[config.mk]
export PLATFORM = sky130hd
export DESIGN_NAME = module_chain_remap_table_flat
export DESIGN_NICKNAME = d
export VERILOG_FILES = /design/src/design/mcrt_pkg.sv /design/src/design/mcrt_in_if.sv /design/src/design/mcrt_out_if.sv /design/src/design/mcrt_cache.sv /design/src/design/mcrt_ctrl.sv /design/src/design/module_chain_remap_table.sv /design/src/flat_wrapper.sv
export SDC_FILE = /design/constraint.sdc
export NUM_CORES = 2
export LEC_CHECK = 0
export BUFFER_PORTS_ARGS = -buffer_cell sky130_fd_sc_hd__buf_2
export CORE_MARGIN = 1.5
export CORE_UTILIZATION = 35
export DETAILED_ROUTE_END_ITERATION = 10
export GPL_ROUTABILITY_DRIVEN = 0
export PLACE_DENSITY = 0.59
export SLEW_MARGIN = 20
export SYNTH_ARGS = -nofsm -noshare
export SYNTH_HDL_FRONTEND = slang
export SYNTH_HIERARCHICAL = 1
export SYNTH_SLANG_ARGS = --single-unit
[constraint.sdc]
create_clock -name clk -period 9.7 [get_ports clk]
set_input_delay 1.455 -clock clk [delete_from_list [all_inputs] [get_ports clk]]
set_output_delay 1.455 -clock clk [all_outputs]
set_load 0.02 [all_outputs]
[src/design/mcrt_pkg.sv]
// Shared constants, codes and types of the module chain remap table.
package mcrt_pkg;

    localparam int MAX_CONNECTED = 16;
    localparam int MAX_CACHED    = 32;

    localparam int SLOT_W      = (MAX_CACHED > 1) ? $clog2(MAX_CACHED) : 1;
    localparam int CONN_IDX_W  = (MAX_CONNECTED > 1) ? $clog2(MAX_CONNECTED) : 1;
    localparam int CONN_W      = $clog2(MAX_CONNECTED + 1);
    localparam int CACHE_CNT_W = $clog2(MAX_CACHED + 1);
    localparam int LOOP_W      = (CACHE_CNT_W > CONN_W) ? CACHE_CNT_W : CONN_W;

    localparam logic [7:0] ID_NONE  = 8'h00;
    localparam logic [7:0] ID_EMPTY = 8'hFF;

    typedef enum logic [2:0] {
        REQ_SCAN   = 3'd0,
        REQ_IN1    = 3'd1,
        REQ_IN2    = 3'd2,
        REQ_PUSH   = 3'd3,
        REQ_OUT    = 3'd4,
        REQ_QPOS   = 3'd5,
        REQ_QNTH   = 3'd6,
        REQ_NOP    = 3'd7
    } req_t;

    typedef enum logic [1:0] {
        KIND_STATUS = 2'd0,
        KIND_SHIFT  = 2'd1,
        KIND_STROBE = 2'd2,
        KIND_ANSWER = 2'd3
    } kind_t;

    typedef enum logic [2:0] {
        CW_NONE,
        CW_NEW,
        CW_IN1,
        CW_IN2,
        CW_OUT
    } cache_op_t;

    typedef struct packed {
        logic [7:0] id;
        logic [7:0] in1;
        logic [7:0] in2;
        logic [7:0] out;
    } cache_entry_t;

    typedef struct packed {
        cache_op_t         op;
        logic [SLOT_W-1:0] addr;
        logic [7:0]        data;
    } cache_wr_t;

    typedef struct packed {
        logic [2:0] req_type;
        logic [7:0] id_byte;
        logic [7:0] data_byte;
        logic [3:0] position;
        logic [3:0] occurrence;
    } req_item_t;

    typedef struct packed {
        logic [1:0] kind;
        logic [7:0] shift_byte;
        logic       found;
        logic [7:0] answer_id;
        logic [7:0] answer_input_one;
        logic [7:0] answer_input_two;
        logic [7:0] answer_output;
        logic [4:0] connected_total;
        logic       error_flag;
        logic       last;
    } result_t;

endpackage

[src/design/mcrt_in_if.sv]
// Request channel carrying one item from the chain controller.
interface mcrt_in_if;
    logic       valid;
    logic       ready;
    logic [2:0] req_type;
    logic [7:0] id_byte;
    logic [7:0] data_byte;
    logic [3:0] position;
    logic [3:0] occurrence;

    modport source (output valid, req_type, id_byte, data_byte, position, occurrence,
                    input ready);
    modport sink (input valid, req_type, id_byte, data_byte, position, occurrence,
                  output ready);
endinterface

[src/design/mcrt_out_if.sv]
// Result channel carrying status, shift bytes, strobes and answers.
interface mcrt_out_if;
    logic       valid;
    logic       ready;
    logic [1:0] kind;
    logic [7:0] shift_byte;
    logic       found;
    logic [7:0] answer_id;
    logic [7:0] answer_input_one;
    logic [7:0] answer_input_two;
    logic [7:0] answer_output;
    logic [4:0] connected_total;
    logic       error_flag;
    logic       last;

    modport source (output valid, kind, shift_byte, found, answer_id, answer_input_one,
                    answer_input_two, answer_output, connected_total, error_flag, last,
                    input ready);
    modport sink (input valid, kind, shift_byte, found, answer_id, answer_input_one,
                  answer_input_two, answer_output, connected_total, error_flag, last,
                  output ready);
endinterface

[src/design/mcrt_cache.sv]
// Per-module data cache: one write port and one read port.
module mcrt_cache
    import mcrt_pkg::*;
(
    input  logic              clk,
    input  cache_wr_t         wr,
    input  logic [SLOT_W-1:0] rd_addr,
    output cache_entry_t      rd_data
);

    cache_entry_t mem [MAX_CACHED];

    always_ff @(posedge clk)
    begin
        case (wr.op)
            CW_NEW:
            begin
                mem[wr.addr] <= '{id: wr.data, in1: 8'h00, in2: 8'h00, out: 8'h00};
            end
            CW_IN1:
            begin
                mem[wr.addr].in1 <= wr.data;
            end
            CW_IN2:
            begin
                mem[wr.addr].in2 <= wr.data;
            end
            CW_OUT:
            begin
                mem[wr.addr].out <= wr.data;
            end
            default:
            begin
            end
        endcase
    end

    assign rd_data = mem[rd_addr];

endmodule

[src/design/mcrt_ctrl.sv]
// Sequencer that walks the chain tables with one shared identifier comparator.
module mcrt_ctrl
    import mcrt_pkg::*;
(
    input  logic      clk,
    input  logic      rst_n,
    input  logic      in_valid,
    input  req_item_t in_req,
    output logic      in_ready,
    output logic      res_valid,
    output result_t   res,
    input  logic      res_take
);

    typedef enum logic [3:0] {
        ST_IDLE,
        ST_DISPATCH,
        ST_CMP,
        ST_FILL,
        ST_PARK,
        ST_SEARCH,
        ST_COMPACT,
        ST_DONE,
        ST_PUSH,
        ST_NTH,
        ST_EMIT
    } state_t;

    typedef struct packed {
        kind_t             kind;
        logic [7:0]        sb;
        logic              hit;
        logic [SLOT_W-1:0] slot;
        logic              last;
    } emit_t;

    state_t                 state_reg, state_next;
    state_t                 ret_reg, ret_next;
    emit_t                  em_reg, em_next;
    req_item_t              req_reg, req_next;
    logic [LOOP_W-1:0]      cnt_reg, cnt_next;
    logic [LOOP_W-1:0]      j_reg, j_next;
    logic [LOOP_W-1:0]      seen_reg, seen_next;
    logic                   phase_reg, phase_next;
    logic                   push_reg, push_next;
    logic [CONN_W-1:0]      scan_used_reg, scan_used_next;
    logic [CONN_W-1:0]      conn_used_reg, conn_used_next;
    logic [CACHE_CNT_W-1:0] cache_used_reg, cache_used_next;
    logic [CACHE_CNT_W-1:0] park_used_reg, park_used_next;
    logic                   error_reg, error_next;
    logic [MAX_CACHED-1:0]  valid_reg, valid_next;

    logic [7:0]        scan_ids [MAX_CONNECTED];
    logic [SLOT_W-1:0] conn_slots [MAX_CONNECTED];
    logic [SLOT_W-1:0] park_slots [MAX_CACHED];

    logic                   scan_we;
    logic [CONN_IDX_W-1:0]  scan_waddr;
    logic [7:0]             scan_wdata;
    logic                   conn_we;
    logic [CONN_IDX_W-1:0]  conn_waddr;
    logic [SLOT_W-1:0]      conn_wdata;
    logic                   park_we;
    logic [SLOT_W-1:0]      park_waddr;
    logic [SLOT_W-1:0]      park_wdata;

    logic [CONN_IDX_W-1:0]  conn_raddr;
    logic [SLOT_W-1:0]      conn_rd;
    logic [7:0]             scan_rd;
    logic [SLOT_W-1:0]      park_raddr;
    logic [SLOT_W-1:0]      park_rd;
    logic [SLOT_W-1:0]      cache_raddr;
    cache_entry_t           cache_rd;
    cache_wr_t              cache_wr;
    logic [7:0]             cmp_b;
    logic                   id_match;
    logic [LOOP_W-1:0]      cnt_dec;
    logic [CACHE_CNT_W-1:0] park_dec;
    logic                   pos_hit;
    logic [CONN_W-1:0]      scan_after;
    req_t                   req_code;

    mcrt_cache u_cache (
        .clk     (clk),
        .wr      (cache_wr),
        .rd_addr (cache_raddr),
        .rd_data (cache_rd)
    );

    assign req_code = req_t'(req_reg.req_type);
    assign cnt_dec  = cnt_reg - 1'b1;
    assign park_dec = park_used_reg - 1'b1;
    assign pos_hit  = LOOP_W'(req_reg.position) < LOOP_W'(conn_used_reg);

    always_comb
    begin
        case (state_reg)
            ST_DISPATCH: conn_raddr = CONN_IDX_W'(req_reg.position);
            ST_PUSH:     conn_raddr = cnt_dec[CONN_IDX_W-1:0];
            default:     conn_raddr = cnt_reg[CONN_IDX_W-1:0];
        endcase
        park_raddr = (state_reg == ST_COMPACT) ? park_dec[SLOT_W-1:0] : j_reg[SLOT_W-1:0];
        case (state_reg)
            ST_SEARCH: cache_raddr = park_rd;
            ST_EMIT:   cache_raddr = em_reg.slot;
            default:   cache_raddr = conn_rd;
        endcase
    end

    assign conn_rd  = conn_slots[conn_raddr];
    assign park_rd  = park_slots[park_raddr];
    assign scan_rd  = scan_ids[cnt_reg[CONN_IDX_W-1:0]];
    assign cmp_b    = (state_reg == ST_NTH) ? req_reg.id_byte : scan_rd;
    assign id_match = cache_rd.id == cmp_b;
    assign scan_after = (scan_used_reg < CONN_W'(MAX_CONNECTED)) ?
                        scan_used_reg + 1'b1 : scan_used_reg;

    always_comb
    begin
        state_next      = state_reg;
        ret_next        = ret_reg;
        em_next         = em_reg;
        req_next        = req_reg;
        cnt_next        = cnt_reg;
        j_next          = j_reg;
        seen_next       = seen_reg;
        phase_next      = phase_reg;
        push_next       = push_reg;
        scan_used_next  = scan_used_reg;
        conn_used_next  = conn_used_reg;
        cache_used_next = cache_used_reg;
        park_used_next  = park_used_reg;
        error_next      = error_reg;
        valid_next      = valid_reg;
        scan_we         = 1'b0;
        scan_waddr      = scan_used_reg[CONN_IDX_W-1:0];
        scan_wdata      = req_reg.id_byte;
        conn_we         = 1'b0;
        conn_waddr      = conn_used_reg[CONN_IDX_W-1:0];
        conn_wdata      = cache_used_reg[SLOT_W-1:0];
        park_we         = 1'b0;
        park_waddr      = park_used_reg[SLOT_W-1:0];
        park_wdata      = conn_rd;
        cache_wr        = '{op: CW_NONE, addr: conn_rd, data: req_reg.data_byte};
        res_valid       = 1'b0;

        case (state_reg)
            ST_IDLE:
            begin
                if (in_valid)
                begin
                    req_next   = in_req;
                    state_next = ST_DISPATCH;
                end
            end
            ST_DISPATCH:
            begin
                em_next    = '{kind: KIND_STATUS, sb: 8'h00, hit: 1'b0, slot: '0, last: 1'b1};
                ret_next   = ST_IDLE;
                state_next = ST_EMIT;
                case (req_code)
                    REQ_SCAN:
                    begin
                        cnt_next = '0;
                        if (req_reg.id_byte != ID_NONE && req_reg.id_byte != ID_EMPTY)
                        begin
                            scan_we        = scan_used_reg < CONN_W'(MAX_CONNECTED);
                            scan_used_next = scan_after;
                            if (scan_after >= CONN_W'(MAX_CONNECTED))
                            begin
                                state_next = ST_CMP;
                            end
                        end
                        else
                        begin
                            state_next = ST_CMP;
                        end
                    end
                    REQ_IN1, REQ_IN2, REQ_OUT:
                    begin
                        if (pos_hit)
                        begin
                            case (req_code)
                                REQ_IN1: cache_wr.op = CW_IN1;
                                REQ_IN2: cache_wr.op = CW_IN2;
                                default: cache_wr.op = CW_OUT;
                            endcase
                        end
                        em_next.hit  = pos_hit;
                        em_next.slot = conn_rd;
                    end
                    REQ_PUSH:
                    begin
                        cnt_next   = LOOP_W'(conn_used_reg);
                        phase_next = 1'b0;
                        state_next = ST_PUSH;
                    end
                    REQ_QPOS:
                    begin
                        em_next.kind = KIND_ANSWER;
                        em_next.hit  = pos_hit;
                        em_next.slot = conn_rd;
                    end
                    REQ_QNTH:
                    begin
                        cnt_next   = '0;
                        seen_next  = '0;
                        state_next = ST_NTH;
                    end
                    default:
                    begin
                    end
                endcase
            end
            ST_CMP:
            begin
                if (scan_used_reg != conn_used_reg ||
                    (cnt_reg != LOOP_W'(scan_used_reg) && !id_match))
                begin
                    cnt_next   = '0;
                    state_next = (cache_used_reg == '0 && conn_used_reg == '0) ?
                                 ST_FILL : ST_PARK;
                end
                else if (cnt_reg == LOOP_W'(scan_used_reg))
                begin
                    push_next  = 1'b0;
                    state_next = ST_DONE;
                end
                else
                begin
                    cnt_next = cnt_reg + 1'b1;
                end
            end
            ST_FILL:
            begin
                if (cnt_reg == LOOP_W'(scan_used_reg))
                begin
                    push_next  = 1'b0;
                    state_next = ST_DONE;
                end
                else if (cnt_reg >= LOOP_W'(MAX_CACHED))
                begin
                    error_next = 1'b1;
                    push_next  = 1'b0;
                    state_next = ST_DONE;
                end
                else
                begin
                    cache_wr        = '{op: CW_NEW, addr: cache_used_reg[SLOT_W-1:0],
                                        data: scan_rd};
                    conn_we         = 1'b1;
                    conn_waddr      = cnt_reg[CONN_IDX_W-1:0];
                    cache_used_next = cache_used_reg + 1'b1;
                    conn_used_next  = conn_used_reg + 1'b1;
                    cnt_next        = cnt_reg + 1'b1;
                end
            end
            ST_PARK:
            begin
                if (cnt_reg == LOOP_W'(conn_used_reg))
                begin
                    conn_used_next = '0;
                    cnt_next       = '0;
                    j_next         = '0;
                    state_next     = ST_SEARCH;
                end
                else if (park_used_reg >= CACHE_CNT_W'(MAX_CACHED))
                begin
                    error_next = 1'b1;
                    push_next  = 1'b0;
                    state_next = ST_DONE;
                end
                else
                begin
                    park_we                                 = 1'b1;
                    valid_next[park_used_reg[SLOT_W-1:0]]   = 1'b1;
                    park_used_next                          = park_used_reg + 1'b1;
                    cnt_next                                = cnt_reg + 1'b1;
                end
            end
            ST_SEARCH:
            begin
                if (cnt_reg == LOOP_W'(scan_used_reg))
                begin
                    cnt_next   = '0;
                    state_next = ST_COMPACT;
                end
                else if (j_reg == LOOP_W'(park_used_reg))
                begin
                    if (cache_used_reg >= CACHE_CNT_W'(MAX_CACHED))
                    begin
                        error_next = 1'b1;
                        push_next  = 1'b0;
                        state_next = ST_DONE;
                    end
                    else
                    begin
                        cache_wr        = '{op: CW_NEW, addr: cache_used_reg[SLOT_W-1:0],
                                            data: scan_rd};
                        conn_we         = 1'b1;
                        cache_used_next = cache_used_reg + 1'b1;
                        conn_used_next  = conn_used_reg + 1'b1;
                        cnt_next        = cnt_reg + 1'b1;
                        j_next          = '0;
                    end
                end
                else if (valid_reg[j_reg[SLOT_W-1:0]] && id_match)
                begin
                    conn_we                         = 1'b1;
                    conn_wdata                      = park_rd;
                    valid_next[j_reg[SLOT_W-1:0]]   = 1'b0;
                    conn_used_next                  = conn_used_reg + 1'b1;
                    cnt_next                        = cnt_reg + 1'b1;
                    j_next                          = '0;
                end
                else
                begin
                    j_next = j_reg + 1'b1;
                end
            end
            ST_COMPACT:
            begin
                if (cnt_reg == LOOP_W'(park_used_reg))
                begin
                    push_next  = 1'b1;
                    state_next = ST_DONE;
                end
                else if (!valid_reg[cnt_reg[SLOT_W-1:0]])
                begin
                    park_we                               = 1'b1;
                    park_waddr                            = cnt_reg[SLOT_W-1:0];
                    park_wdata                            = park_rd;
                    valid_next[cnt_reg[SLOT_W-1:0]]       = valid_reg[park_dec[SLOT_W-1:0]];
                    valid_next[park_dec[SLOT_W-1:0]]      = 1'b0;
                    park_used_next                        = park_dec;
                end
                else
                begin
                    cnt_next = cnt_reg + 1'b1;
                end
            end
            ST_DONE:
            begin
                scan_used_next = '0;
                if (push_reg)
                begin
                    cnt_next   = LOOP_W'(conn_used_reg);
                    phase_next = 1'b0;
                    state_next = ST_PUSH;
                end
                else
                begin
                    em_next    = '{kind: KIND_STATUS, sb: 8'h00, hit: 1'b0, slot: '0,
                                   last: 1'b1};
                    ret_next   = ST_IDLE;
                    state_next = ST_EMIT;
                end
            end
            ST_PUSH:
            begin
                state_next = ST_EMIT;
                ret_next   = ST_PUSH;
                if (cnt_reg != '0)
                begin
                    em_next  = '{kind: KIND_SHIFT,
                                 sb: phase_reg ? cache_rd.in2 : cache_rd.in1,
                                 hit: 1'b0, slot: '0, last: 1'b0};
                    cnt_next = cnt_dec;
                end
                else
                begin
                    em_next = '{kind: KIND_STROBE, sb: 8'h00, hit: 1'b0, slot: '0,
                                last: phase_reg};
                    if (phase_reg)
                    begin
                        ret_next = ST_IDLE;
                    end
                    else
                    begin
                        phase_next = 1'b1;
                        cnt_next   = LOOP_W'(conn_used_reg);
                    end
                end
            end
            ST_NTH:
            begin
                em_next  = '{kind: KIND_ANSWER, sb: 8'h00, hit: 1'b0, slot: '0, last: 1'b1};
                ret_next = ST_IDLE;
                if (cnt_reg == LOOP_W'(conn_used_reg))
                begin
                    state_next = ST_EMIT;
                end
                else if (id_match && seen_reg == LOOP_W'(req_reg.occurrence))
                begin
                    em_next.hit  = 1'b1;
                    em_next.slot = conn_rd;
                    state_next   = ST_EMIT;
                end
                else
                begin
                    if (id_match)
                    begin
                        seen_next = seen_reg + 1'b1;
                    end
                    cnt_next = cnt_reg + 1'b1;
                end
            end
            ST_EMIT:
            begin
                res_valid = 1'b1;
                if (res_take)
                begin
                    state_next = ret_reg;
                end
            end
            default:
            begin
                state_next = ST_IDLE;
            end
        endcase
    end

    assign in_ready = state_reg == ST_IDLE;

    always_comb
    begin
        res.kind             = em_reg.kind;
        res.shift_byte       = em_reg.sb;
        res.found            = em_reg.hit;
        res.answer_id        = em_reg.hit ? cache_rd.id : 8'h00;
        res.answer_input_one = em_reg.hit ? cache_rd.in1 : 8'h00;
        res.answer_input_two = em_reg.hit ? cache_rd.in2 : 8'h00;
        res.answer_output    = em_reg.hit ? cache_rd.out : 8'h00;
        res.connected_total  = 5'(conn_used_reg);
        res.error_flag       = error_reg;
        res.last             = em_reg.last;
    end

    always_ff @(posedge clk or negedge rst_n)
    begin
        if (!rst_n)
        begin
            state_reg      <= ST_IDLE;
            ret_reg        <= ST_IDLE;
            phase_reg      <= 1'b0;
            push_reg       <= 1'b0;
            scan_used_reg  <= '0;
            conn_used_reg  <= '0;
            cache_used_reg <= '0;
            park_used_reg  <= '0;
            error_reg      <= 1'b0;
            valid_reg      <= '0;
        end
        else
        begin
            state_reg      <= state_next;
            ret_reg        <= ret_next;
            phase_reg      <= phase_next;
            push_reg       <= push_next;
            scan_used_reg  <= scan_used_next;
            conn_used_reg  <= conn_used_next;
            cache_used_reg <= cache_used_next;
            park_used_reg  <= park_used_next;
            error_reg      <= error_next;
            valid_reg      <= valid_next;
        end
    end

    always_ff @(posedge clk)
    begin
        em_reg   <= em_next;
        req_reg  <= req_next;
        cnt_reg  <= cnt_next;
        j_reg    <= j_next;
        seen_reg <= seen_next;
    end

    always_ff @(posedge clk)
    begin
        if (scan_we)
        begin
            scan_ids[scan_waddr] <= scan_wdata;
        end
        if (conn_we)
        begin
            conn_slots[conn_waddr] <= conn_wdata;
        end
        if (park_we)
        begin
            park_slots[park_waddr] <= park_wdata;
        end
    end

    assert property (@(posedge clk) disable iff (!rst_n)
        conn_used_reg <= CONN_W'(MAX_CONNECTED))
        else $error("Connected count exceeds the chain length.");

    assert property (@(posedge clk) disable iff (!rst_n)
        cache_used_reg <= CACHE_CNT_W'(MAX_CACHED) &&
        park_used_reg <= CACHE_CNT_W'(MAX_CACHED))
        else $error("Cache or parked count exceeds the cache size.");

    assert property (@(posedge clk) disable iff (!rst_n)
        $past(error_reg) |-> error_reg)
        else $error("Sticky error was cleared.");

    assert property (@(posedge clk) disable iff (!rst_n)
        (in_ready && in_valid) |=> (state_reg == ST_DISPATCH && !res_valid))
        else $error("Accepted item did not start dispatch.");

endmodule

[src/design/module_chain_remap_table.sv]
// Top level of the module chain remap table with its result register.
// A status or answer item goes through dispatch and emit to its result; an nth query
// walks positions first; a push shifts in1 then in2 bytes, each run ending in a strobe.
// A remap walks compare, fill or park, search and compaction, one table entry a cycle.
// Throughput: one item at a time; the next item is taken once the last result is queued.
// Reset clears all counts and the sticky error; the table contents need no clearing.
module module_chain_remap_table
    import mcrt_pkg::*;
(
    input  logic  clk,
    input  logic  rst_n,
    mcrt_in_if.sink    in_item,
    mcrt_out_if.source out_item
);

    req_item_t in_req;
    result_t   res;
    logic      res_valid;
    logic      res_take;
    logic      out_valid_reg;
    result_t   out_reg;

    assign in_req = '{req_type: in_item.req_type, id_byte: in_item.id_byte,
                      data_byte: in_item.data_byte, position: in_item.position,
                      occurrence: in_item.occurrence};

    mcrt_ctrl u_ctrl (
        .clk       (clk),
        .rst_n     (rst_n),
        .in_valid  (in_item.valid),
        .in_req    (in_req),
        .in_ready  (in_item.ready),
        .res_valid (res_valid),
        .res       (res),
        .res_take  (res_take)
    );

    assign res_take = res_valid && (!out_valid_reg || out_item.ready);

    always_ff @(posedge clk or negedge rst_n)
    begin
        if (!rst_n)
        begin
            out_valid_reg <= 1'b0;
        end
        else if (res_take)
        begin
            out_valid_reg <= 1'b1;
        end
        else if (out_item.ready)
        begin
            out_valid_reg <= 1'b0;
        end
    end

    always_ff @(posedge clk)
    begin
        if (res_take)
        begin
            out_reg <= res;
        end
    end

    assign out_item.valid            = out_valid_reg;
    assign out_item.kind             = out_reg.kind;
    assign out_item.shift_byte       = out_reg.shift_byte;
    assign out_item.found            = out_reg.found;
    assign out_item.answer_id        = out_reg.answer_id;
    assign out_item.answer_input_one = out_reg.answer_input_one;
    assign out_item.answer_input_two = out_reg.answer_input_two;
    assign out_item.answer_output    = out_reg.answer_output;
    assign out_item.connected_total  = out_reg.connected_total;
    assign out_item.error_flag       = out_reg.error_flag;
    assign out_item.last             = out_reg.last;

endmodule
[src/flat_wrapper.sv]
// flat-port wrapper written by rule: the top's interface ports become plain ports
module module_chain_remap_table_flat import mcrt_pkg::*;
  (clk, rst_n, in_item_valid, in_item_req_type, in_item_id_byte, in_item_data_byte, in_item_position, in_item_occurrence, in_item_ready, out_item_valid, out_item_kind, out_item_shift_byte, out_item_found, out_item_answer_id, out_item_answer_input_one, out_item_answer_input_two, out_item_answer_output, out_item_connected_total, out_item_error_flag, out_item_last, out_item_ready);
  mcrt_in_if in_item_i ();
  mcrt_out_if out_item_i ();
  input  logic clk;
  input  logic rst_n;
  input wire logic [$bits(in_item_i.valid)-1:0] in_item_valid;
  input wire logic [$bits(in_item_i.req_type)-1:0] in_item_req_type;
  input wire logic [$bits(in_item_i.id_byte)-1:0] in_item_id_byte;
  input wire logic [$bits(in_item_i.data_byte)-1:0] in_item_data_byte;
  input wire logic [$bits(in_item_i.position)-1:0] in_item_position;
  input wire logic [$bits(in_item_i.occurrence)-1:0] in_item_occurrence;
  output wire logic [$bits(in_item_i.ready)-1:0] in_item_ready;
  output wire logic [$bits(out_item_i.valid)-1:0] out_item_valid;
  output wire logic [$bits(out_item_i.kind)-1:0] out_item_kind;
  output wire logic [$bits(out_item_i.shift_byte)-1:0] out_item_shift_byte;
  output wire logic [$bits(out_item_i.found)-1:0] out_item_found;
  output wire logic [$bits(out_item_i.answer_id)-1:0] out_item_answer_id;
  output wire logic [$bits(out_item_i.answer_input_one)-1:0] out_item_answer_input_one;
  output wire logic [$bits(out_item_i.answer_input_two)-1:0] out_item_answer_input_two;
  output wire logic [$bits(out_item_i.answer_output)-1:0] out_item_answer_output;
  output wire logic [$bits(out_item_i.connected_total)-1:0] out_item_connected_total;
  output wire logic [$bits(out_item_i.error_flag)-1:0] out_item_error_flag;
  output wire logic [$bits(out_item_i.last)-1:0] out_item_last;
  input wire logic [$bits(out_item_i.ready)-1:0] out_item_ready;
  assign in_item_i.valid = in_item_valid;
  assign in_item_i.req_type = in_item_req_type;
  assign in_item_i.id_byte = in_item_id_byte;
  assign in_item_i.data_byte = in_item_data_byte;
  assign in_item_i.position = in_item_position;
  assign in_item_i.occurrence = in_item_occurrence;
  assign in_item_ready = in_item_i.ready;
  assign out_item_valid = out_item_i.valid;
  assign out_item_kind = out_item_i.kind;
  assign out_item_shift_byte = out_item_i.shift_byte;
  assign out_item_found = out_item_i.found;
  assign out_item_answer_id = out_item_i.answer_id;
  assign out_item_answer_input_one = out_item_i.answer_input_one;
  assign out_item_answer_input_two = out_item_i.answer_input_two;
  assign out_item_answer_output = out_item_i.answer_output;
  assign out_item_connected_total = out_item_i.connected_total;
  assign out_item_error_flag = out_item_i.error_flag;
  assign out_item_last = out_item_i.last;
  assign out_item_i.ready = out_item_ready;
  module_chain_remap_table u_core (.clk(clk), .rst_n(rst_n), .in_item(in_item_i), .out_item(out_item_i));
endmodule
==> results.md <==
- Setup crit start kind: flip-flop
- Die Width: 441 um
- Hold Crit Class: reg2reg
- DPL Wire Length: 117,000 um
- Antenna diodes: 0
- Vias per cell: 5.47
- Post-synth EDFFs: 1,504
- Largest net degree at the start of global routing: 136
- # fillers: 17,400
- Crit path DAT: 9.45 ns
- Crit Path Category: reg2reg
- Residual DRC: 0
- Largest Register: u_core/u_ctrl/u_cache/mem
- Share of layout cells above drive strength 1: 12.9%
- Data required, critical path: 10.17 ns
- Outcome: completed
- Via count: 39,400
- Final worst path period share: 92.6%
- Initial drt markers: 4,196
- Sequential share of the synthesized area: 69.7%
- FFs w/ async S/R, synth: 4.01%
- Most frequent cell after synthesis: edfxtp_1
- Cell Rows: 160
- Root buf cell: clkbuf_16
- Gate Count Post-Synth: 4,479
- CTS Buf Count: 161
- Syn nets: 4,535
- Cell area after synthesis: 0.0671 mm^2
- Clock skew: 0.0452 ns
- Routed wire per std cell: 25.4 um
- Worst-case clock buffer depth: 3
- Multi-input gate area: 0.0188 mm^2
- Largest register FFs: 1,024
- Vias in the first global route: 38,600
- Ys Warns: 6
- Synth unique cells: 82
- Max frequency: 111 MHz
- Crit end category: flip-flop
- Max-slew violation count: 0
- Synth area leaders: edfxtp_1 (67%), mux2i_1 (8.8%), mux4_2 (3.1%)
- Core Region: 0.190 mm^2
- I/O pins: 83
- Clk_lat worst skew: 0.82 ns
- Worst-Margin Slew: 1.17 ns
- Syn avg cell area: 15.0 um^2
- First-pass GRT wire length: 265,000 um
- CTS tree: yes
- Dominant synthesized flop cell: edfxtp_1
- Die Area: 0.194 mm^2
- Critical Path Fanout Max: 25
- Tmin final: 8.98 ns
- Total track usage: 18.5%
- Largest regs: u_core/u_ctrl/u_cache/mem (1024), u_core/u_ctrl/park_slots (160), u_core/u_ctrl/scan_ids (128)
- Yosys reg bits: 1,571
- Clock sink total: 1,571
- DR pass1 iterations: 6
- Hold Vio Cnt, Final: 0
- Final setup viols: 0
- RSZ-0062 raised after global routing: false
- Setup TNS: 0 ns
- Layout area overhead: 12.9%
- PortBufs: 82
- Total gr overflow: 0
- Relative slew slack: 21.4%
- Synth cell count leaders: edfxtp_1 (1,504), mux2i_1 (587), nor2_1 (323), nand2_1 (305), a21oi_1 (211)
- Top-area cell type share of the netlist area: 67.3%
- H-tree depth: 4
- Total of max-cap violations: 0
- Die height: 441 um
- Cell taking the most area after synthesis: edfxtp_1
- FF/Latch Area: 0.0468 mm^2
- Nets@finish: 4,623
- Initial antenna violation count: 4
- ANT nets after route: 0
- Initial core utilization: 35.3%
- Total wire length: 183,000 um
- CTS clk-pin slew, worst paths: 0.06 ns
## repair_timing
action	CTS	global route
hold buffers	0	0
setup endpoints to repair	0	22
resized for setup	0	1
setup buffers	0	0
## layout make-up
type	count	area share, %
Clock buffer	193	5.61
Clock inverter	98	1.37
Inverter	62	0.307
Multi-Input combinational cell	2558	24.9
Sequential cell	1571	61.8
Tap cell	2511	4.15
Timing Repair Buffer	213	1.94
## metrics by stage
stage / worst slack, ns / util [%] / area [um^2] / cells / hold WS [ns]
final: 0.718 / 39.8 / 75800 / 7206 / 0.419
after global routing: 0.200 / 39.8 / 75800 / 7206 / 0.427
after global placement: 0.835 / 37.0 / 70500 / 6914 / 0.408
after CTS: 0.717 / 39.8 / 75800 / 7205 / 0.420
after floorplan: 2.87 / - / 67100 / 4479 / 0.423
after detailed placement: 0.746 / 37.0 / 70500 / 6914 / 0.405
## placed cells by master, fill, tap and decap left out, types with 9 or more instances in the layout
master,n
edfxtp_1,1504
mux2i_1,580
nor2_1,321
nand2_1,305
a21oi_1,206
clkbuf_16,164
nand3_1,142
a22oi_1,126
buf_4,125
o21ai_0,105
mux4_2,93
buf_2,82
and2_1,68
a31oi_1,65
nor3_1,64
a22o_1,64
dfrtp_1,63
inv_1,58
clkinv_1,47
xnor2_1,43
a211oi_1,36
xor2_1,34
clkbuf_1,25
ha_1,25
nand2b_1,22
clkinv_2,21
nor2b_1,18
bufinv_16,16
o211ai_1,14
mux2_2,12
o22ai_1,11
o31ai_1,10
nor3b_1,10
nand4_1,9
nor4_1,9
a311oi_1,9
and3_1,9
## worst max-delay path, stage by stage, from the launching register on
cell,delay (ns)
dfrtp_1,0.90
nor4b_4,0.55
nor2_1,0.18
a221oi_4,0.66
buf_4,0.36
and2_1,0.17
a211oi_1,0.05
a311oi_1,0.27
a211oi_1,0.10
a31o_2,0.30
o221ai_1,0.65
nor2b_4,0.61
a22o_1,0.22
nor3_1,0.07
a31oi_1,0.30
nand3_1,0.31
xor2_1,0.23
nor4_1,0.25
nand2_1,0.12
o32a_1,0.22
nor4_4,0.43
nand4_1,0.35
a21oi_1,0.54
a31oi_1,0.35
nor2_1,0.41
## path summary, 6_finish.rpt
kind / from / end / slack (ns) / depth (start not counted)
min reg2reg: u_core/u_ctrl/res[45] / u_core/out_item.shift_byte[5] / 0.42 / 0
max: u_core/u_ctrl/state_reg[3] / u_core/u_ctrl/conn_slots[6][3] / 0.72 / 24
min in group asynchronous: rst_n / u_core/out_item.valid / 0.83 / 2
max in group asynchronous: rst_n / u_core/u_ctrl/park_used_reg[5] / 8.17 / 2
min: u_core/u_ctrl/res[45] / u_core/out_item.shift_byte[5] / 0.42 / 0
max reg2reg: u_core/u_ctrl/state_reg[3] / u_core/u_ctrl/conn_slots[6][3] / 0.72 / 24
## cells by family after synthesis
group / share of synthesized area [%]
AO/OA/AOI/OAI: 7.11
XOR/XNOR: 1.00
adder cells (fa/ha/maj): 0.466
buffers and inverters: 2.54
AND/OR/NAND/NOR: 7.04
multiplexers: 12.1
flip-flops: 69.7
## per-layer routing
| layer | part of all wire (%) | global-route usage (%) | vias up |
|---|---|---|---|
| li1 | - | - | 17400 |
| met5 | 0 | 0 | - |
| met1 | 42 | 24.8 | 20100 |
| met4 | 3.3 | 6.65 | 0 |
| met2 | 48 | 29.9 | 1558 |
| met3 | 6.8 | 3.47 | 327 |
Power is left out: the tool's default activity adds up to more than one toggle a clock period on the data nets, which glitch-free logic cannot reach.
